==> src/assert_macros.svh <==
// ---------------------------------------------------------------------------
// assertion macros
// shared concurrent assertion forms for the priority table rtl
// ---------------------------------------------------------------------------
`ifndef ASSERT_MACROS_SVH
`define ASSERT_MACROS_SVH

// same-cycle implication, disabled during reset
`define ASSERT_IMPLIES(label, clk, rst, ante, cons) \
   label: assert property (@(posedge clk) disable iff (rst) (ante) |-> (cons)) \
      else $error("implication check failed");

// next-cycle implication, disabled during reset
`define ASSERT_NEXT(label, clk, rst, ante, cons) \
   label: assert property (@(posedge clk) disable iff (rst) (ante) |=> (cons)) \
      else $error("next-cycle check failed");

`endif

==> src/gmpt_pkg.sv <==
// ---------------------------------------------------------------------------
// gmpt_pkg
// types and constants shared by the grouped max priority table
// ---------------------------------------------------------------------------
`default_nettype none

package gmpt_pkg;

   localparam int KEY_W      = 64;
   localparam int PRIO_W     = 31;
   localparam int REQ_DATA_W = 168;
   localparam int RSP_DATA_W = 72;

   typedef enum logic [1:0] {
      OP_INSERT = 2'd0,
      OP_UPDATE = 2'd1,
      OP_QUERY  = 2'd2,
      OP_NOP    = 2'd3
   } op_type;

   typedef enum logic [1:0] {
      STAT_OK        = 2'd0,
      STAT_NOT_FOUND = 2'd1,
      STAT_FULL      = 2'd2,
      STAT_DUPLICATE = 2'd3
   } status_type;

   typedef enum logic [1:0] {
      S_IDLE,
      S_SCAN,
      S_COMMIT
   } state_type;

   // probe that walks the cell row, collecting results as it goes
   typedef struct packed {
      logic              valid;
      op_type            op;
      logic [KEY_W-1:0]  key;
      logic [KEY_W-1:0]  group;
      logic [PRIO_W-1:0] prio;
      logic              hit;
      logic              free_found;
      logic              best_found;
      logic [PRIO_W-1:0] best_prio;
      logic [KEY_W-1:0]  best_name;
   } probe_type;

   // broadcast write into one cell
   typedef struct packed {
      logic              valid;
      logic              insert;
      logic [KEY_W-1:0]  name;
      logic [KEY_W-1:0]  group;
      logic [PRIO_W-1:0] prio;
   } write_type;

endpackage

`default_nettype wire

==> src/gmpt_cell.sv <==
// ---------------------------------------------------------------------------
// gmpt_cell
// one table slot plus one stage of the probe chain
// ---------------------------------------------------------------------------
`default_nettype none

module gmpt_cell
   import gmpt_pkg::*;
#(
   parameter int IDX_W      = 6,
   parameter int CELL_INDEX = 0
) (
   input  wire logic             clock,
   input  wire logic             reset,
   input  wire probe_type        pkt_i,
   input  wire logic [IDX_W-1:0] hit_idx_i,
   input  wire logic [IDX_W-1:0] free_idx_i,
   input  wire write_type        wr_i,
   input  wire logic [IDX_W-1:0] wr_idx_i,
   output probe_type             pkt_o,
   output logic      [IDX_W-1:0] hit_idx_o,
   output logic      [IDX_W-1:0] free_idx_o
);

   localparam logic [IDX_W-1:0] MY_IDX = IDX_W'(CELL_INDEX);

   logic              valid_ff;
   logic [KEY_W-1:0]  name_ff;
   logic [KEY_W-1:0]  group_ff;
   logic [PRIO_W-1:0] prio_ff;

   probe_type         pkt_ff, pkt_in;
   logic [IDX_W-1:0]  hit_idx_ff, hit_idx_in;
   logic [IDX_W-1:0]  free_idx_ff, free_idx_in;

   logic name_match, group_match, better, wr_sel;

   assign name_match  = valid_ff && (name_ff == pkt_i.key);
   assign group_match = valid_ff && (group_ff == pkt_i.group);
   assign better      = !pkt_i.best_found || (prio_ff > pkt_i.best_prio) ||
                        ((prio_ff == pkt_i.best_prio) && (name_ff < pkt_i.best_name));
   assign wr_sel      = wr_i.valid && (wr_idx_i == MY_IDX);

   always_comb begin
      pkt_in      = pkt_i;
      hit_idx_in  = hit_idx_i;
      free_idx_in = free_idx_i;
      if (name_match && !pkt_i.hit) begin
         pkt_in.hit = 1'b1;
         hit_idx_in = MY_IDX;
      end
      // lowest free slot wins
      if (!valid_ff && !pkt_i.free_found) begin
         pkt_in.free_found = 1'b1;
         free_idx_in       = MY_IDX;
      end
      if (group_match && better) begin
         pkt_in.best_found = 1'b1;
         pkt_in.best_prio  = prio_ff;
         pkt_in.best_name  = name_ff;
      end
   end

   always_ff @(posedge clock) begin
      if (reset) begin
         pkt_ff <= '0;
      end else begin
         pkt_ff <= pkt_in;
      end
      hit_idx_ff  <= hit_idx_in;
      free_idx_ff <= free_idx_in;
   end

   // slot storage, only the valid bit is reset
   always_ff @(posedge clock) begin
      if (reset) begin
         valid_ff <= 1'b0;
      end else if (wr_sel && wr_i.insert) begin
         valid_ff <= 1'b1;
      end
   end

   always_ff @(posedge clock) begin
      if (wr_sel) begin
         prio_ff <= wr_i.prio;
         if (wr_i.insert) begin
            name_ff  <= wr_i.name;
            group_ff <= wr_i.group;
         end
      end
   end

   assign pkt_o      = pkt_ff;
   assign hit_idx_o  = hit_idx_ff;
   assign free_idx_o = free_idx_ff;

endmodule

`default_nettype wire

==> config.mk <==
export PLATFORM = sky130hd
export DESIGN_NAME = gmpt_cell
export DESIGN_NICKNAME = d
export VERILOG_FILES = /design/src/assert_macros.svh /design/src/gmpt_pkg.sv /design/src/gmpt_cell.sv
export SDC_FILE = /design/constraint.sdc
export NUM_CORES = 1
export LEC_CHECK = 0
export ABC_AREA = 1
export BUFFER_PORTS_ARGS = -buffer_cell sky130_fd_sc_hd__buf_4
export CAP_MARGIN = 20
export CORE_AREA = 2 2 276 278
export CTS_CLUSTER_SIZE = 16
export DETAILED_ROUTE_END_ITERATION = 10
export DIE_AREA = 0 0 278 280
export PLACE_DENSITY = 0.52
export SLEW_MARGIN = 10
export SYNTH_ARGS = -nofsm -noshare
export SYNTH_HDL_FRONTEND = slang
export SYNTH_SLANG_ARGS = --single-unit
==> constraint.sdc <==
create_clock -name clock -period 5.56 [get_ports clock]
set_clock_uncertainty 0.05 [all_clocks]
set_input_delay 0.834 -clock clock [delete_from_list [all_inputs] [get_ports clock]]
set_output_delay 0.834 -clock clock [all_outputs]
set_load 0.01 [all_outputs]
### Yosys cells after proc, flatten, opt, wreduce, memory -nomap -nowiden

Cells that the tools add are included.

* magnitude comparators: 2
* equality and inequality tests: 3
* muxes and demuxes: 3
* reductions and logical operators: 16

Operator list (number)
* $eq A64 B64 Y1: 2
* $mux W96: 1
* $lt A64 B64 Y1: 1
* $eq A31 B31 Y1: 1
* $gt A31 B31 Y1: 1
* $logic_and A1 B1 Y1: 8
* $logic_not A6 Y1: 1
* $logic_not A1 Y1: 4
* $logic_or A1 B1 Y1: 2
* $mux W1: 2
* $reduce_and A2 Y1: 1

* register bits: 432
* input bits: 441
* output and inout port bits: 272
* word-level logic and storage cells: 40

### Longest topological paths before layout

* depth in word-level cells: 5
* mapped depth: 20
* gate-level depth less buffers: 18

### Least setup slack after synthesis

No wires, ideal clock.

* path type: input to register
* from: input wr_idx_i[1]
* to: register group_ff[0], enable pin
* setup time: 0.481 ns
* arrival: 4.604 ns
* data required time: 5.029 ns
* slack: 0.425 ns
* stages on the path: 4
* buffers on the path: 0
* cells stage by stage: nor4_1 > and3_1 > nand2_1 > inv_1

* longest elaborated chain between the ends: 3

Ends and longest elaborated chain
* from (decl): line gmpt_cell.sv:19 `input wire logic [IDX_W-1:0] wr_idx_i,`
* $logic_not A6 Y1: line gmpt_cell.sv:42 `assign wr_sel = wr_i.valid && (wr_idx_i == MY_IDX);`
* $logic_and A1 B1 Y1: line gmpt_cell.sv:42
* named net wr_sel: line gmpt_cell.sv:36 `logic name_match, group_match, better, wr_sel;`
* $reduce_and A2 Y1 (no line)
* to (signal assigned): line gmpt_cell.sv:88 `group_ff <= wr_i.group;`
* to (decl): line gmpt_cell.sv:29 `logic [KEY_W-1:0] group_ff;`

The timed path passes the listed nets, and every way through them passes these cells.
A chain may end at the register's enable or synchronous reset.

### Final worst setup path

* from: register name_ff[63]
* to: register pkt_ff, in the netlist pkt_o[36]

* longest elaborated chain between the ends: 5

Ends and longest elaborated chain
* from (decl): line gmpt_cell.sv:28 `logic [KEY_W-1:0] name_ff;`
* from (signal assigned): line gmpt_cell.sv:87 `name_ff <= wr_i.name;`
* $lt A64 B64 Y1: line gmpt_cell.sv:41 `((prio_ff == pkt_i.best_prio) && (name_ff < pkt_i.best_name));`
* $logic_and A1 B1 Y1: line gmpt_cell.sv:41
* $logic_or A1 B1 Y1: line gmpt_cell.sv:40 `assign better = !pkt_i.best_found || (prio_ff > pkt_i.best_prio) ||`
* $logic_and A1 B1 Y1: line gmpt_cell.sv:57 `if (group_match && better) begin`
* $mux W96: line gmpt_cell.sv:57
* to (signal assigned): line gmpt_cell.sv:68 `pkt_ff <= pkt_in;`
* to (decl): line gmpt_cell.sv:32 `probe_type pkt_ff, pkt_in;`

No other way between the ends.

==> qor.yml <==
global_route:
  grt_pass1_wl_mm: 98.6
  antenna_found_initial: 16
  gr-usage-all-layers_pct: 17.1
  overflow: 0
  grt_max_degree: 117
  grt_pass1_vias: 15200
clocking:
  cts.htree.levels: 2
  clk_pin_slew_ns: 0.06
  cts_setup_buffers: 0
  clk_latency_ns: 0.60
  cts_made_buffers: 52
  cts_buffer_depth: 3
  cts_tree: "built"
  cts_resized: 0
  cts_hold_buffers: 0
  clkSinkCount: 432
  cts_root_buf: "clkbuf_16"
power:
  power.density_nw_per_um2: 294
  irDropWorstVdd_uv: 237
  leakage_nw: 12.8
  power_mw: 7.63
synth:
  yosys_most_used_dff: "dfxtp_1"
  ys_types: 35
  yosysWarningCount: 0
  synthTopCellsByCount: "381 x inv_1, 317 x nor2_1, 273 x dfxtp_1"
  ys_top_cells_by_area: "dfxtp_1 31%, edfxtp_1 27%, inv_1 8.0%"
  synth_edf_count: 159
  async_flop_share_pct: 0
  synth_seq_cells: 432
  yosysMostFrequentCell: "inv_1"
  synthesis.area_sq_um: 17900
  synth_cells: 1984
  synth_top_area_cell: "dfxtp_1"
  avgSynthCellArea_sq_um: 9.03
  synth_seq_area_share_pct: 57.2
  syn_nets: 2519
  synth.top_cell.area_share_pct: 30.5
detailed_routing:
  wirelength_mm: 69.0
  viasPerCell: 4.12
  drt_pass1_iterations: 5
  drtIter0Drc: 623
  vias: 15300
  post-route-drc-count: 0
  ant_nets: 0
  post_drt_wl_per_cell_microns: 18.5
setup_path:
  path_max_fanout: 116
  cpPeakStageDelay_ns: 0.50
  cp.buffers_inverters: 2
  crit_type: "reg -> reg"
  critPathSlowestCell: "edfxtp_1"
  path_cells: "ha_1 -> nand2_1 -> inv_1 -> nand3_1 -> nor3_1 -> nand3_1 -> a21oi_1 -> nor2_1 -> nand2_1 -> nand2_8 -> buf_4 -> a21oi_1 -> nor2_1"
  cp.required_ns: 6.00
  arrival_ns: 4.19
  worstSetupEndpointType: "flop"
  start_kind: "flop"
  path_delay_family: "simple AND/OR/NAND/NOR gates"
floorplan:
  ios: 713
  dieArea_sq_um: 77800
  initial_core_util_pct: 23.8
  die_h_microns: 280
  die_w_microns: 278
  rows: 101
  core_area_sq_um: 75200
job:
  maxCapViolCount: 0
sta:
  finalCritPeriodShare_pct: 67.5
  hold_slack_ns: 0.352
  fin_setup_tns_ns: 0
  rsz0062_at_grt: "no"
  hold_viol: 0
  slew_headroom_pct: 37.3
  fin_ws_ns: 1.81
  period_needed_ns: 3.75
  max_slew.worst_pin.slew_ns: 0.940
  fmaxAchievable_ghz: 0.267
  setup_viol: 0
  drv_slew: 0
cells_and_area:
  nets: 3230
  fill_cells: 7830
  syn_to_final_growth_pct: 44.9
  utilization_pct: 34.5
  drive_above_1_share_pct: 29.8
placement:
  dp_hpwl_mm: 54.6
  dp_slack_ns: 1.17
  place_congestion: 0.876
  port_buffers: 712
hold_path:
  hold_class: "in -> reg"
run_status:
  status: "complete, no violations"
==> per-layer routing <==
| layer | part of all wire (%) | GRT usage, % | vias up |
|---|---|---|---|
| li1 | - | - | 7700 |
| met1 | 41 | 20.3 | 6990 |
| met2 | 49 | 29.7 | 514 |
| met3 | 8.5 | 5.79 | 92 |
| met4 | 1.7 | 3.66 | 22 |
| met5 | 0.20 | 0 | - |
==> power by group <==
part,internal [mW],switching (mW),total (mW)
clock,1.93,1.43,3.36
sequential,3.39,0.0386,3.43
combinational,0.432,0.407,0.839
total,5.75,1.88,7.63
==> per-stage QoR <==
step / instance area, sq um / std cells
global placement: 24300 / 3619
CTS: 25900 / 3717
floorplan: 17900 / 1984
finish: 25900 / 3721
detailed placement: 24300 / 3619
global route: 25900 / 3717
==> flip-flops by register name, summed over array words and instances, names as in the netlist <==
| signal | cells |
|---|---|
| prio_ff | 31 |
| valid_ff | 1 |
| group_ff | 64 |
| pkt_o | 260 |
| free_idx_o | 6 |
| name_ff | 64 |
| hit_idx_o | 6 |
==> kinds of logic (layout without fill, tap and decap cells) <==
group / count (synthesis) / after routing / share of synthesized area (%)
AO/OA/AOI/OAI: 217 / 217 / 6.62
XOR/XNOR: 59 / 59 / 2.89
adder cells (fa/ha/maj): 94 / 94 / 6.57
buffers and inverters: 454 / 1209 / 10.2
flip-flops: 432 / 432 / 57.2
other: 0 / 4 / 0
AND/OR/NAND/NOR: 728 / 728 / 16.6
==> placed cells by master, fill, tap and decap left out, drive strengths merged, types with 32 or more instances in the layout <==
cell type  synthesis  final
buf               46    726
inv              384    388
nor2             318    318
dfxtp            273    273
nand2            250    250
edfxtp           159    159
a21oi            147    147
nand3            114    114
ha                94     94
clkbuf            23     75
xor2              34     34
o21ai             32     32
==> layout make-up <==
cell class / count / area (sq um) / share of cell area, %
Tap cell: 978 / 1220 / 4.72
Antenna cell: 4 / 10.0 / 0.0386
Timing Repair Buffer: 726 / 5470 / 21.1
Clock inverter: 23 / 220 / 0.849
Clock buffer: 75 / 1460 / 5.62
Multi-Input combinational cell: 1098 / 5870 / 22.6
Inverter: 385 / 1450 / 5.60
Sequential cell: 432 / 10200 / 39.5
==> worst paths after layout <==
check / startpoint / endpoint / cells after the start / slack (ns)
max: name_ff[63] / pkt_o[36] / 13 / 1.81
min reg2reg: valid_ff / free_idx_o[0] / 2 / 0.52
max reg2reg: name_ff[63] / pkt_o[36] / 13 / 1.81
min: wr_i[84] / group_ff[53] / 1 / 0.35
Note: power is estimated with default switching activity, not from simulation.
