===== src/assert_macros.svh =====
// ---------------------------------------------------------------------------
// assertion macros
// shared concurrent assertion forms for the priority table rtl
// ---------------------------------------------------------------------------
`ifndef ASSERT_MACROS_SVH
`define ASSERT_MACROS_SVH

// same-cycle implication, disabled during reset
`define ASSERT_IMPLIES(label, clk, rst, ante, cons) \
   label: assert property (@(posedge clk) disable iff (rst) (ante) |-> (cons)) \
      else $error("implication check failed");

// next-cycle implication, disabled during reset
`define ASSERT_NEXT(label, clk, rst, ante, cons) \
   label: assert property (@(posedge clk) disable iff (rst) (ante) |=> (cons)) \
      else $error("next-cycle check failed");

`endif


===== src/gmpt_pkg.sv =====
// ---------------------------------------------------------------------------
// gmpt_pkg
// types and constants shared by the grouped max priority table
// ---------------------------------------------------------------------------
`default_nettype none

package gmpt_pkg;

   localparam int KEY_W      = 64;
   localparam int PRIO_W     = 31;
   localparam int REQ_DATA_W = 168;
   localparam int RSP_DATA_W = 72;

   typedef enum logic [1:0] {
      OP_INSERT = 2'd0,
      OP_UPDATE = 2'd1,
      OP_QUERY  = 2'd2,
      OP_NOP    = 2'd3
   } op_type;

   typedef enum logic [1:0] {
      STAT_OK        = 2'd0,
      STAT_NOT_FOUND = 2'd1,
      STAT_FULL      = 2'd2,
      STAT_DUPLICATE = 2'd3
   } status_type;

   typedef enum logic [1:0] {
      S_IDLE,
      S_SCAN,
      S_COMMIT
   } state_type;

   // probe that walks the cell row, collecting results as it goes
   typedef struct packed {
      logic              valid;
      op_type            op;
      logic [KEY_W-1:0]  key;
      logic [KEY_W-1:0]  group;
      logic [PRIO_W-1:0] prio;
      logic              hit;
      logic              free_found;
      logic              best_found;
      logic [PRIO_W-1:0] best_prio;
      logic [KEY_W-1:0]  best_name;
   } probe_type;

   // broadcast write into one cell
   typedef struct packed {
      logic              valid;
      logic              insert;
      logic [KEY_W-1:0]  name;
      logic [KEY_W-1:0]  group;
      logic [PRIO_W-1:0] prio;
   } write_type;

endpackage

`default_nettype wire


===== src/gmpt_ctrl.sv =====
// ---------------------------------------------------------------------------
// gmpt_ctrl
// launches probes, collects them from the chain end and commits results
// ---------------------------------------------------------------------------
`default_nettype none

`include "assert_macros.svh"

module gmpt_ctrl
   import gmpt_pkg::*;
#(
   parameter int IDX_W = 6
) (
   input  wire logic                  clock,
   input  wire logic                  reset,
   input  wire logic                  req_tvalid,
   output logic                       req_tready,
   input  wire logic [REQ_DATA_W-1:0] req_tdata,
   output logic                       rsp_tvalid,
   input  wire logic                  rsp_tready,
   output logic      [RSP_DATA_W-1:0] rsp_tdata,
   output probe_type                  head_o,
   input  wire probe_type             tail_i,
   input  wire logic [IDX_W-1:0]      tail_hit_idx_i,
   input  wire logic [IDX_W-1:0]      tail_free_idx_i,
   output write_type                  wr_o,
   output logic      [IDX_W-1:0]      wr_idx_o
);

   state_type               state_ff, state_in;
   probe_type               head_ff, head_in;
   probe_type               done_ff, done_in;
   logic [IDX_W-1:0]        hit_idx_ff, hit_idx_in;
   logic [IDX_W-1:0]        free_idx_ff, free_idx_in;
   logic                    rsp_valid_ff, rsp_valid_in;
   logic [RSP_DATA_W-1:0]   rsp_data_ff, rsp_data_in;

   logic                    accept, fire, do_write;
   status_type              status;
   logic [KEY_W-1:0]        best;

   assign accept = req_tvalid && req_tready;
   assign fire   = (state_ff == S_COMMIT) && (!rsp_valid_ff || rsp_tready);

   // result of the finished probe
   always_comb begin
      status   = STAT_OK;
      best     = '0;
      do_write = 1'b0;
      wr_idx_o = hit_idx_ff;
      unique case (done_ff.op)
         OP_INSERT: begin
            wr_idx_o = free_idx_ff;
            if (done_ff.hit) begin
               status = STAT_DUPLICATE;
            end else if (!done_ff.free_found) begin
               status = STAT_FULL;
            end else begin
               do_write = 1'b1;
            end
         end
         OP_UPDATE: begin
            if (!done_ff.hit) begin
               status = STAT_NOT_FOUND;
            end else begin
               do_write = 1'b1;
            end
         end
         OP_QUERY: begin
            if (done_ff.best_found) begin
               best = done_ff.best_name;
            end else begin
               status = STAT_NOT_FOUND;
            end
         end
         default: begin
         end
      endcase
      wr_o.valid  = fire && do_write;
      wr_o.insert = (done_ff.op == OP_INSERT);
      wr_o.name   = done_ff.key;
      wr_o.group  = done_ff.group;
      wr_o.prio   = done_ff.prio;
   end

   always_comb begin
      state_in     = state_ff;
      req_tready   = (state_ff == S_IDLE);
      head_in      = head_ff;
      head_in.valid = 1'b0;
      done_in      = done_ff;
      hit_idx_in   = hit_idx_ff;
      free_idx_in  = free_idx_ff;
      rsp_valid_in = rsp_valid_ff && !rsp_tready;
      rsp_data_in  = rsp_data_ff;
      unique case (state_ff)
         S_IDLE: begin
            if (accept) begin
               head_in            = '0;
               head_in.valid      = 1'b1;
               head_in.op         = op_type'(req_tdata[1:0]);
               head_in.key        = req_tdata[65:2];
               head_in.group      = req_tdata[129:66];
               head_in.prio       = req_tdata[160:130];
               state_in           = S_SCAN;
            end
         end
         S_SCAN: begin
            if (tail_i.valid) begin
               done_in     = tail_i;
               hit_idx_in  = tail_hit_idx_i;
               free_idx_in = tail_free_idx_i;
               state_in    = S_COMMIT;
            end
         end
         S_COMMIT: begin
            if (fire) begin
               rsp_valid_in       = 1'b1;
               rsp_data_in        = '0;
               rsp_data_in[63:0]  = best;
               rsp_data_in[65:64] = status;
               state_in           = S_IDLE;
            end
         end
         default: begin
            state_in = S_IDLE;
         end
      endcase
   end

   always_ff @(posedge clock) begin
      if (reset) begin
         state_ff     <= S_IDLE;
         rsp_valid_ff <= 1'b0;
      end else begin
         state_ff     <= state_in;
         rsp_valid_ff <= rsp_valid_in;
      end
   end

   always_ff @(posedge clock) begin
      if (reset) begin
         head_ff <= '0;
      end else begin
         head_ff <= head_in;
      end
      done_ff     <= done_in;
      hit_idx_ff  <= hit_idx_in;
      free_idx_ff <= free_idx_in;
      rsp_data_ff <= rsp_data_in;
   end

   assign head_o     = head_ff;
   assign rsp_tvalid = rsp_valid_ff;
   assign rsp_tdata  = rsp_data_ff;

   `ASSERT_IMPLIES(a_tail_only_in_scan, clock, reset, tail_i.valid, state_ff == S_SCAN)
   `ASSERT_NEXT(a_accept_starts_scan, clock, reset, accept, state_ff == S_SCAN && head_ff.valid)
   `ASSERT_IMPLIES(a_write_with_result, clock, reset, wr_o.valid, fire && status == STAT_OK)

endmodule

`default_nettype wire


===== config.mk =====
export PLATFORM = sky130hd
export DESIGN_NAME = gmpt_ctrl
export DESIGN_NICKNAME = d
export VERILOG_FILES = /design/src/gmpt_pkg.sv /design/src/gmpt_ctrl.sv
export VERILOG_INCLUDE_DIRS = /design/src /design/src/src
export SDC_FILE = /design/constraint.sdc
export NUM_CORES = 1
export LEC_CHECK = 0
export CORE_AREA = 2 2 363 365
export CTS_CLUSTER_DIAMETER = 50
export DETAILED_ROUTE_END_ITERATION = 10
export DIE_AREA = 0 0 365 367
export DONT_BUFFER_PORTS = 1
export GPL_TIMING_DRIVEN = 0
export SLEW_MARGIN = 20
export SYNTH_ARGS = -nofsm -noshare
export SYNTH_HDL_FRONTEND = slang
export SYNTH_SLANG_ARGS = --single-unit
export TNS_END_PERCENT = 100

===== constraint.sdc =====
create_clock -name clock -period 8.3 [get_ports clock]
set_clock_uncertainty 0.05 [all_clocks]
set_input_delay 0.415 -clock clock [delete_from_list [all_inputs] [get_ports clock]]
set_output_delay 0.415 -clock clock [all_outputs]
set_load 0.03 [all_outputs]

Word-level counts from Yosys, hierarchy flattened
Cells that the tools add are included.
- flip-flop bits (word level): 471
- latch bits: 0
- bits in writable memories: 0
- bits in read-only memories: 0
- output and inout port bits: 501
- memories kept: 0
- add/sub/neg operators: 0
- $mul: 0
- divide/modulo/power cells: 0
- order comparisons: 0
- eq/ne operators: 7
- shifts and indexed selects: 0
- muxes and demuxes: 17
- bitwise gates (word level): 1
- reduce and logical (&&, ||, !) cells: 15
- operators by type and width (cell ; count):
    $mux 260 ; 1
    $pmux 2 s3 ; 2
    $mux 2 ; 5
    $reduce_and 2->1 ; 4
    $mux 1 ; 7
    $mux 6 ; 1
    $eq 2x1->1 const B ; 2
    $eq 2x2->1 const B ; 2
    $logic_and 1x1->1 ; 4
    $logic_not 2->1 ; 2
    $ne 2x2->1 const B ; 2
    $reduce_and 3->1 ; 1
    $logic_not 1->1 ; 2
    $ne 2x1->1 const B ; 1
    $pmux 1 s2 ; 1
    $reduce_or 2->1 ; 1
    $logic_or 1x1->1 ; 1
    $not 1->1 ; 1

Depth between registers and ports, before layout
Gate-level depths: netlist (run 1).
- depth after elaboration: 5
- depth in mapped cells: 5
- depth with buffers taken out: 2

Least setup slack after synthesis (run 1)
Ideal clock, no wire load.
- kind: input to register
- from: in tail_i[259] (netlist bit)
- to: reg done_ff[0] (netlist bit) (enable)
- arrival time: 5.150 ns
- slack: 2.508 ns
- cell stages on the path: 2
- path through: nand3b_1 inv_1
- longest elaborated chain between the ends: 1
- ends and longest elaborated chain (element ; line ; source):
    start, declared ; gmpt_ctrl.sv:23 ; input wire probe_type tail_i,
    $reduce_and 2->1 (no source line) ; -- ;
    end signal, assigned ; gmpt_ctrl.sv:147 ; done_ff <= done_in;
    end, declared ; gmpt_ctrl.sv:32 ; probe_type done_ff, done_in;
Every way passes these cells.
A chain may end at the register's enable or synchronous reset.

==> results.md, run 1 <==
- Gr ovfl total: 0
- Post-Synth Adder-Cell Area: 0
- Initial antenna violation count: 26
- Setup slack at placement: 5.83 ns
- Synth unique cells: 27
- Fin area: 28300 µm²
- Net Sw Power: 1.76 mW
- Pin count of the biggest net entering global routing: 102
- Fin crit share: 0.358
- Post-synthesis xor/xnor area fraction: 0.000460
- Post-CTS setup buffer count: 0
- Critical Path RT: 7.84 ns
- WS Path Type: register to primary output
- Maximum clock insertion buffer count: 3
- Relative slew slack: 0.298
- PnR worst setup slack: 5.32 ns
- Pwr Density: 230 nW/µm²
- Clock latency on the worst-skew pair: 0.64 ns
- Gr usage total: 0.0981
- Routed WL: 69400 µm
- # port buffers: 0
- Min Tclk post-route: 2.98 ns
- Status: completed
- Worst VDD drop: 0.165 mV
- Hold Path Origin: reset
- Worst r2r dst: wr_o[24]
- # IOs: 945
- DP HPWL: 52300 µm
- Post_cts resized: 0
- Mapped Area: 19100 µm²
- GR peak layer: met2
- Worst setup endpoint: wr_o[160]
- Synthesized flop and latch total: 471
- Final Hold Viols: 0
- Cell count after synthesis: 1373
- Cts hold-fix bufs: 404
- Reg-to-Reg Start: state_ff[0]
- Final nets: 2400
- Clk sink count: 471
- Multiplexer share of the synthesized area: 0.0881
- Synth Area in Simple Gates: 0.132
- Global-route wire length before repair: 92900 µm
- Syn Area/Cell: 13.9 µm²
- Grt met2 use: 0.165
- Post-DR vias/cell: 3.17
- Largest family of logic cells by synthesized area: simple AND/OR/NAND/NOR gates
- DRT Pass-1 Iters: 4
- Sequential share of power: 0.431
- Worst reg-to-reg path cell count: 3
- Worst Setup SP: done_ff[257]
- Comb power frac: 0.099
- Hold Path Class: primary input to register
- Sw Ratio: 0.271
- H-tree levels: 3
- Yosys warns: 0
- Routing usage on met1: 0.0981
- DRC: 0
- Peak Freq: 336 MHz
- RSZ-0062 raised after global routing: no
- Clk pwr share: 0.470
- Hold_ws: 0.336 ns
- Routed len/inst: 18.3 µm
- Vias in the first global route: 12819
- CTS clk-pin slew, worst paths: 0.06 ns
- Crit. End Element: primary output
- Critical path fanouts, max: 6
- Sequential fraction of the synthesis area: 0.655
- Top post-synthesis cells by area: edfxtp_1, dfxtp_1, buf_4
- Clock root cell: clkbuf_16
- DIE WIDTH: 365 µm
- Worst setup SP type: register
- First DRT Iteration DRCs: 558
- Internal Pwr Total: 4.75 mW
- Via count: 12021
- Die Area: 134000 µm²
- Post-route ant nets: 0
- Placed cells: 3235
- Setup violators final: 0
- Worst EP arrival: 2.51 ns
- Maxcap violations: 0
- Met3 usage in global routing: 0.0518
- Max Slew Vio Count: 0
- DIE HEIGHT: 367 µm
- Core ar.: 130000 µm²
- Final Core Density: 0.217
- P&R area growth vs syn: 48.4%
- Least-Margin Pin Slew: 1.05 ns
- Top cell type's share of synthesized area: 0.482
- LEAKAGE: 10.6 nW
- Starting density of the core: 0.146
- Worst reg-to-reg setup slack: 6.20 ns
- Number of placement rows: 133
- Post-synthesis compound-gate area fraction: 0.00249
- Placed Area: 21800 µm²
- RePlAce Congestion: 0.833
- Share of layout cells above drive strength 1: 0.206
- CTS tree: built
- Area leader, netlist: edfxtp_1
- Final Non-Filler Cells: 3787
- TritonCTS Buffers: 70
Yosys cell counts:
master	number
a2111oi_2	1
xnor2_1	1
buf_6	9
and2_1	64
nor2_1	3
o22ai_1	1
edfxtp_1	306
buf_4	272
nand2_1	1
mux2i_1	161
conb_1	1
or3b_1	1
nand3b_1	1
inv_1	2
nand2b_1	325
and3b_1	1
buf_2	4
dfxtp_1	165
nor2_2	1
mux2_2	6
nor2b_1	2
a21oi_1	2
a2111oi_0	1
nand4bb_1	1
a21boi_0	1
nor3b_1	1
clkbuf_1	39
critical path: stages, from the launching register on:
cell,delay [ns]
edfxtp_1,0.49
or3b_1,0.45
a2111oi_4,0.92
layout make-up:
type / instances / area [µm²]
buffer: 324 / 2310
fill: 13843 / 102000
inverter: 2 / 15.0
timing repair buffer: 408 / 4150
sequential: 471 / 12500
tap: 1755 / 2200
antenna: 21 / 52.6
clock buffer: 81 / 1810
multi-input combinational: 679 / 4660
clock inverter: 46 / 589
layer usage:
metal / wire length, µm / up-vias
li1: - / 5471
met1: 24000 / 5748
met2: 33500 / 647
met3: 9040 / 141
met4: 2700 / 14
met5: 87 / -
power groups by stage:
| stage | Clock [mW] | Combinational (mW) | Sequential [mW] |
|---|---|---|---|
| 3_5_place_dp | 0 | 0.473 | 2.86 |
| 6_report | 3.06 | 0.645 | 2.81 |
| 4_1_cts | 3.16 | 0.647 | 2.81 |
| 2_1_floorplan | 0 | 0.384 | 2.83 |
| 3_3_place_gp | 0 | 0.460 | 2.88 |
| 5_1_grt | 3.27 | 0.686 | 2.82 |
state kept, by name, summed over array words and instances, names as in the netlist:
register,cells
head_o,162
wr_o,159
done_ff,69
rsp_tdata,66
free_idx_ff,6
hit_idx_ff,6
state_ff,2
rsp_tvalid,1
worst min-delay path by stage:
stage / end / slack [ns] / cells after the start
6_report: head_o[225] / 0.34 / 3
5_1_grt: done_ff[21] / 0.28 / 1
4_1_cts: wr_o[119] / 0.25 / 1
3_5_place_dp: rsp_tdata[59] / 0.45 / 1
3_3_place_gp: rsp_tdata[31] / 0.45 / 1
2_1_floorplan: state_ff[0] / 0.43 / 1
per-stage QoR:
stage | power [mW] | setup TNS, ns
2_1_floorplan | 3.21 | 0
3_3_place_gp | 3.34 | -35.75
3_5_place_dp | 3.33 | 0
4_1_cts | 6.62 | 0
5_1_grt | 6.77 | 0
6_report | 6.52 | 0
cell usage in the layout, fill, tap and decap left out, types with 2 or more instances in the layout:
master and instances:
mux2i_1 161, buf_16 3, diode_2 21, dfxtp_1 165, dlygate4sd3_1 404, and2_1 64
edfxtp_1 306, buf_6 9, clkinv_2 5, conb_1 104, nand2b_1 325, buf_2 4
a21oi_1 2, inv_8 11, clkinv_8 3, buf_4 272, clkinvlp_4 3, clkinv_1 4
clkbuf_8 2, inv_6 6, nor2_4 2, mux2_2 6, nor2b_1 2, clkinv_4 6
clkbuf_1 48, clkbuf_16 70, bufinv_16 7
logic make-up (layout without fill, tap and decap cells):
family / after synthesis / count (layout)
other cells: 1 / 125
flops: 471 / 471
mux: 167 / 167
xor+xnor: 1 / 1
buf+inv: 326 / 861
compound gates: 6 / 6
simple gates: 401 / 401
(Power assumes the default switching activity.)
==> run 2: changes to the inputs <==
==> constraint.sdc (replaced) <==
create_clock -name clock -period 3.1 [get_ports clock]
set_clock_uncertainty 0.05 [all_clocks]
set_input_delay 0.155 -clock clock [delete_from_list [all_inputs] [get_ports clock]]
set_output_delay 0.155 -clock clock [all_outputs]
set_load 0.03 [all_outputs]
==> results.md, run 2 (synthesis gave the netlist of run 1 again) <==
- Vias in the first global route: 12877
- Pwr Density: 605 nW/µm²
- Max Slew Vio Count: 0
- Clock root cell: clkbuf_16
- Gr usage total: 0.0955
- Worst setup SP type: register
- Crit-path cells: nor2_4, mux2_2
- Least-Margin Pin Slew: 0.830 ns
- Most common cell after layout, fill and taps aside: dlygate4sd3_1
- Pin count of the biggest net entering global routing: 35
- Comb power frac: 0.101
- H-tree levels: 3
- RSZ-0062 raised after global routing: no
- Critical path fanouts, max: 8
- Sw Ratio: 0.269
- Total power: 17.1 mW
- Hold Crit Depth: 1
- LEAKAGE: 10.6 nW
- CTS clk-pin slew, worst paths: 0.06 ns
- Final nets: 2407
- Clk sink count: 471
- Core ar.: 130000 µm²
- Maxcap violations: 0
- Max FFs per register: 162
- DP HPWL: 50600 µm
- Slowest Stage Delay on Critical Path: 0.60 ns
- DIE HEIGHT: 367 µm
- TritonCTS Buffers: 67
- Worst VDD drop: 0.367 mV
- Net Sw Power: 4.61 mW
- Fin crit share: 0.800
- Min Tclk post-route: 2.48 ns
- Crit. path cell count: 2
- P&R area growth vs syn: 48.4%
- Crit. End Element: primary output
- Clk pwr share: 0.459
- Post-CTS setup buffer count: 0
- First DRT Iteration DRCs: 538
- Critical Path RT: 2.89 ns
- Post-route ant nets: 0
- RePlAce Congestion: 0.833
- Relative slew slack: 0.447
- CTS tree: built
- CP max stage cell: nor2_4
- # port buffers: 0
- Routed len/inst: 17.8 µm
- Maximum clock insertion buffer count: 3
- Internal Pwr Total: 12.5 mW
- Status: completed
- # IOs: 945
- Worst reg-to-reg path cell count: 6
- Number of placement rows: 133
- Final Core Density: 0.217
- DRC: 0
- Initial antenna violation count: 25
- DRT Pass-1 Iters: 4
- Die Area: 134000 µm²
- Post-DR vias/cell: 3.18
- Setup violators final: 0
- Fin area: 28300 µm²
- Clock latency on the worst-skew pair: 0.64 ns
- WS Path Type: register to primary output
- Crit path buffers/inverters: 0
- TNS Setup: 0 ns
- Placed Area: 21900 µm²
- Starting density of the core: 0.146
- Routed WL: 67400 µm
- DIE WIDTH: 365 µm
- Most frequent cells in the layout: dlygate4sd3_1, nand2b_1, edfxtp_1
- Gr ovfl total: 0
- Global-route wire length before repair: 91100 µm
- Worst EP arrival: 2.27 ns
- Sequential share of power: 0.440
- Via count: 12038
- Hold Path Class: primary input to register
- Peak Freq: 403 MHz
- Final Hold Viols: 0
- Share of layout cells above drive strength 1: 0.204
- Cell family with most CP delay: simple AND/OR/NAND/NOR gates
[run 2: changes by cell type in the layout (fill, tap and decap cells not counted), moves of 2 or more]
cell           before  now
buf_12              1    9
inv_6               6    9
clkinv_1            4    9
clkinv_4            6    2
clkbuf_16          70   68
dlygate4sd3_1     404  407
inv_8              11    5
buf_16              3    1
[run 2: final cells by class]
type	count	area, µm²
Fill cell	13795	102000
Sequential cell	471	12500
Multi-Input combinational cell	679	4660
Timing Repair Buffer	418	4300
Buffer	324	2310
Tap cell	1755	2200
Clock buffer	79	1760
Clock inverter	43	508
Antenna cell	20	50.0
Inverter	2	11.3
[run 2: per-stage QoR]
step	instances	hold WS (ns)	setup WS (ns)
6_report	3791	0.0907	0.621
3_3_place_gp	3231	0.204	-3.48
5_1_grt	3781	0.0250	0.519
3_5_place_dp	3242	0.204	0.721
4_1_cts	3771	0.000299	0.530
2_1_floorplan	1476	0.204	-1.44
[run 2: path summary, 6_finish.rpt]
path / from / endpoint / slack (ns)
setup reg to reg: state_ff[0] / wr_o[130] / 0.76
hold / removal: tail_i[36] / done_ff[36] / 0.09
setup / recovery: done_ff[258] / wr_idx_o[4] / 0.62
hold reg to reg: done_ff[55] / rsp_tdata[55] / 0.46
[run 2: per-layer routing]
layer | wire length, µm | GRT usage | up-vias
met2 | 33500 | 0.166 | 648
li1 | - | - | 5473
met3 | 7120 | 0.0404 | 131
met4 | 2890 | 0.0467 | 2
met5 | 13 | 0 | -
met1 | 23900 | 0.0980 | 5784
[run 2: power groups by stage]
stage          sequential, mW  combinational [mW]  clock (mW)
6_report                 7.52                1.73        7.86
5_1_grt                  7.55                1.84        8.37
4_1_cts                  7.53                1.74        8.12
3_5_place_dp             7.66                1.27           0
3_3_place_gp             7.69                1.22           0
2_1_floorplan            7.56                1.03           0
[run 2: what timing repair did]
item                                   in CTS  in global routing
endpoints found under the hold margin     404                  0
resized for setup                           0                  0
hold buffers                              407                  0
[run 2: worst register-to-register path, stage by stage, from the launching register on]
cell and delay [ns]:
dfxtp_1 0.42, nand3b_1 0.17, clkinvlp_4 0.37, buf_12 0.26
buf_12 0.25, buf_12 0.26, buf_12 0.24
==> run 3: changes to the inputs <==
==> constraint.sdc (replaced) <==
create_clock -name clock -period 2.3 [get_ports clock]
set_clock_uncertainty 0.05 [all_clocks]
set_input_delay 0.115 -clock clock [delete_from_list [all_inputs] [get_ports clock]]
set_output_delay 0.115 -clock clock [all_outputs]
set_load 0.03 [all_outputs]
==> results.md, run 3 (synthesis gave the netlist of run 1 again) <==
- Placed cells: 3241
- Post-route ant nets: 0
- DIE WIDTH: 365 µm
- Worst EP arrival: 2.44 ns
- Max Slew Vio Count: 0
- Worst VDD drop: 0.465 mV
- Slowest Stage Delay on Critical Path: 0.94 ns
- Routed WL: 70600 µm
- Hold Path Origin: tail_i[3]
- Maximum clock insertion buffer count: 3
- LEAKAGE: 11.2 nW
- Pin count of the biggest net entering global routing: 36
- Global-route wire length before repair: 96600 µm
- Post-DR vias/cell: 3.23
- Hold Path Class: primary input to register
- Starting density of the core: 0.146
- Final Hold Viols: 0
- WS Path Type: register to primary output
- First DRT Iteration DRCs: 591
- RSZ-0062 raised after global routing: yes
- Setup slack at placement: -0.119 ns
- Crit path buffers/inverters: 0
- Worst reg-to-reg setup slack: 0.25 ns
- # IOs: 945
- Cell family with most CP delay: compound AO/OA/AOI/OAI gates
- Via count: 12699
- RePlAce Congestion: 0.842
- Die Area: 134000 µm²
- Most common cell after layout, fill and taps aside: dlygate4sd3_1
- Routing usage on met1: 0.105
- Fin crit share: 1.13
- Gr ovfl total: 0
- Fill count: 13650
- Relative slew slack: 0.267
- Initial antenna violation count: 27
- Worst Setup SP: done_ff[257]
- Peak Freq: 385 MHz
- # port buffers: 0
- CTS tree: built
- Clock latency on the worst-skew pair: 0.64 ns
- GR peak layer: met2
- Final nets: 2547
- TritonCTS Buffers: 73
- Vias in the first global route: 13711
- Critical path fanouts, max: 2
- Critical Path RT: 2.13 ns
- Status: complete, but fails checks
- Routed len/inst: 18.0 µm
- Setup violators final: 7
- Least-Margin Pin Slew: 1.10 ns
- Placed Area: 21900 µm²
- CP max stage cell: a2111oi_4
- Grt met2 use: 0.175
- Final Core Density: 0.228
- Crit. End Element: primary output
- DRT Pass-1 Iters: 4
- Failing checks: setup timing
- Gr usage total: 0.100
- Met3 usage in global routing: 0.0400
- Maxcap violations: 0
- Final Non-Filler Cells: 3930
- Worst setup SP type: register
- Reg-to-Reg Start: state_ff[0]
- PnR worst setup slack: -0.300 ns
- Most frequent cells in the layout: dlygate4sd3_1, nand2b_1, edfxtp_1
- Clk sink count: 471
- TNS Setup: -0.657 ns
- Share of layout cells above drive strength 1: 0.200
- DP HPWL: 50600 µm
- Min Tclk post-route: 2.60 ns
- Pwr Density: 793 nW/µm²
- Fin area: 29700 µm²
- H-tree levels: 3
- CTS clk-pin slew, worst paths: 0.06 ns
- DRC: 0
- P&R area growth vs syn: 56.1%
- Core ar.: 130000 µm²
- Clock root cell: clkbuf_16
- Max FFs per register: 162
- Number of placement rows: 133
- DIE HEIGHT: 367 µm
- Crit-path cells: or3b_4, a2111oi_4
-- run 3: changes by cell type in the layout (fill, tap and decap cells not counted), sizes merged --
cell	delta
dlygate4sd3	+130
diode	-4
buf	+4
clkbuf	+9
inv	+7
clkinv	-3
bufinv	-5
clkinvlp	+1
-- run 3: per-layer routing --
metal / vias up / wire, µm
met3: 122 / 6700
met2: 641 / 35000
met4: 12 / 2690
met5: - / 71
met1: 6163 / 26100
li1: 5761 / -
-- run 3: where the power goes --
part           total [mW]  leakage [nW]  switching (mW)  internal [mW]
Clock                10.9          1.17            4.58           6.31
Sequential           10.1          4.23           0.707           9.43
Combinational        2.55          5.85            1.29           1.27
Total                23.6          11.2            6.58           17.0
-- run 3: worst register-to-register path: cells and delay by family, from the launching register on --
kind | cells | cell delay, ns
simple gates | 1 | 0.17
buf+inv | 5 | 1.06
flops | 1 | 0.42
-- run 3: what timing repair did --
item                                    in CTS  in global routing
pin swaps                                    2                  1
endpoints found under the hold margin      428                  0
setup buffers                                4                  2
endpoints found under the setup margin      43                  7
gates resized for setup                      8                  0
hold buffers                               537                  0
-- run 3: path summary, 6_finish.rpt --
kind,cells past startpoint,to
worst max-delay path,2,wr_o[160]
worst min-delay path,1,done_ff[3]
worst max register to register,6,wr_o[69]
worst min register to register,1,rsp_tdata[25]
-- run 3: final cells by class --
| type | instances | area [µm²] | share of cell area |
|---|---|---|---|
| multi-input combinational | 679 | 4690 | 0.158 |
| sequential | 471 | 12500 | 0.420 |
| tap | 1755 | 2200 | 0.0738 |
| antenna | 16 | 40.0 | 0.00135 |
| clock buffer | 88 | 1920 | 0.0646 |
| inverter | 2 | 11.3 | 0.000379 |
| clock inverter | 43 | 453 | 0.0152 |
| timing repair buffer | 552 | 5640 | 0.189 |
| buffer | 324 | 2310 | 0.0776 |
-- run 3: stage by stage --
| stage | hold slack [ns] | total power [mW] |
|---|---|---|
| 2_1_floorplan | 0.164 | 11.6 |
| 3_3_place_gp | 0.164 | 12.0 |
| 3_5_place_dp | 0.164 | 12.0 |
| 4_1_cts | 0.000543 | 23.9 |
| 5_1_grt | 0.00669 | 24.5 |
| 6_report | 0.0724 | 23.6 |
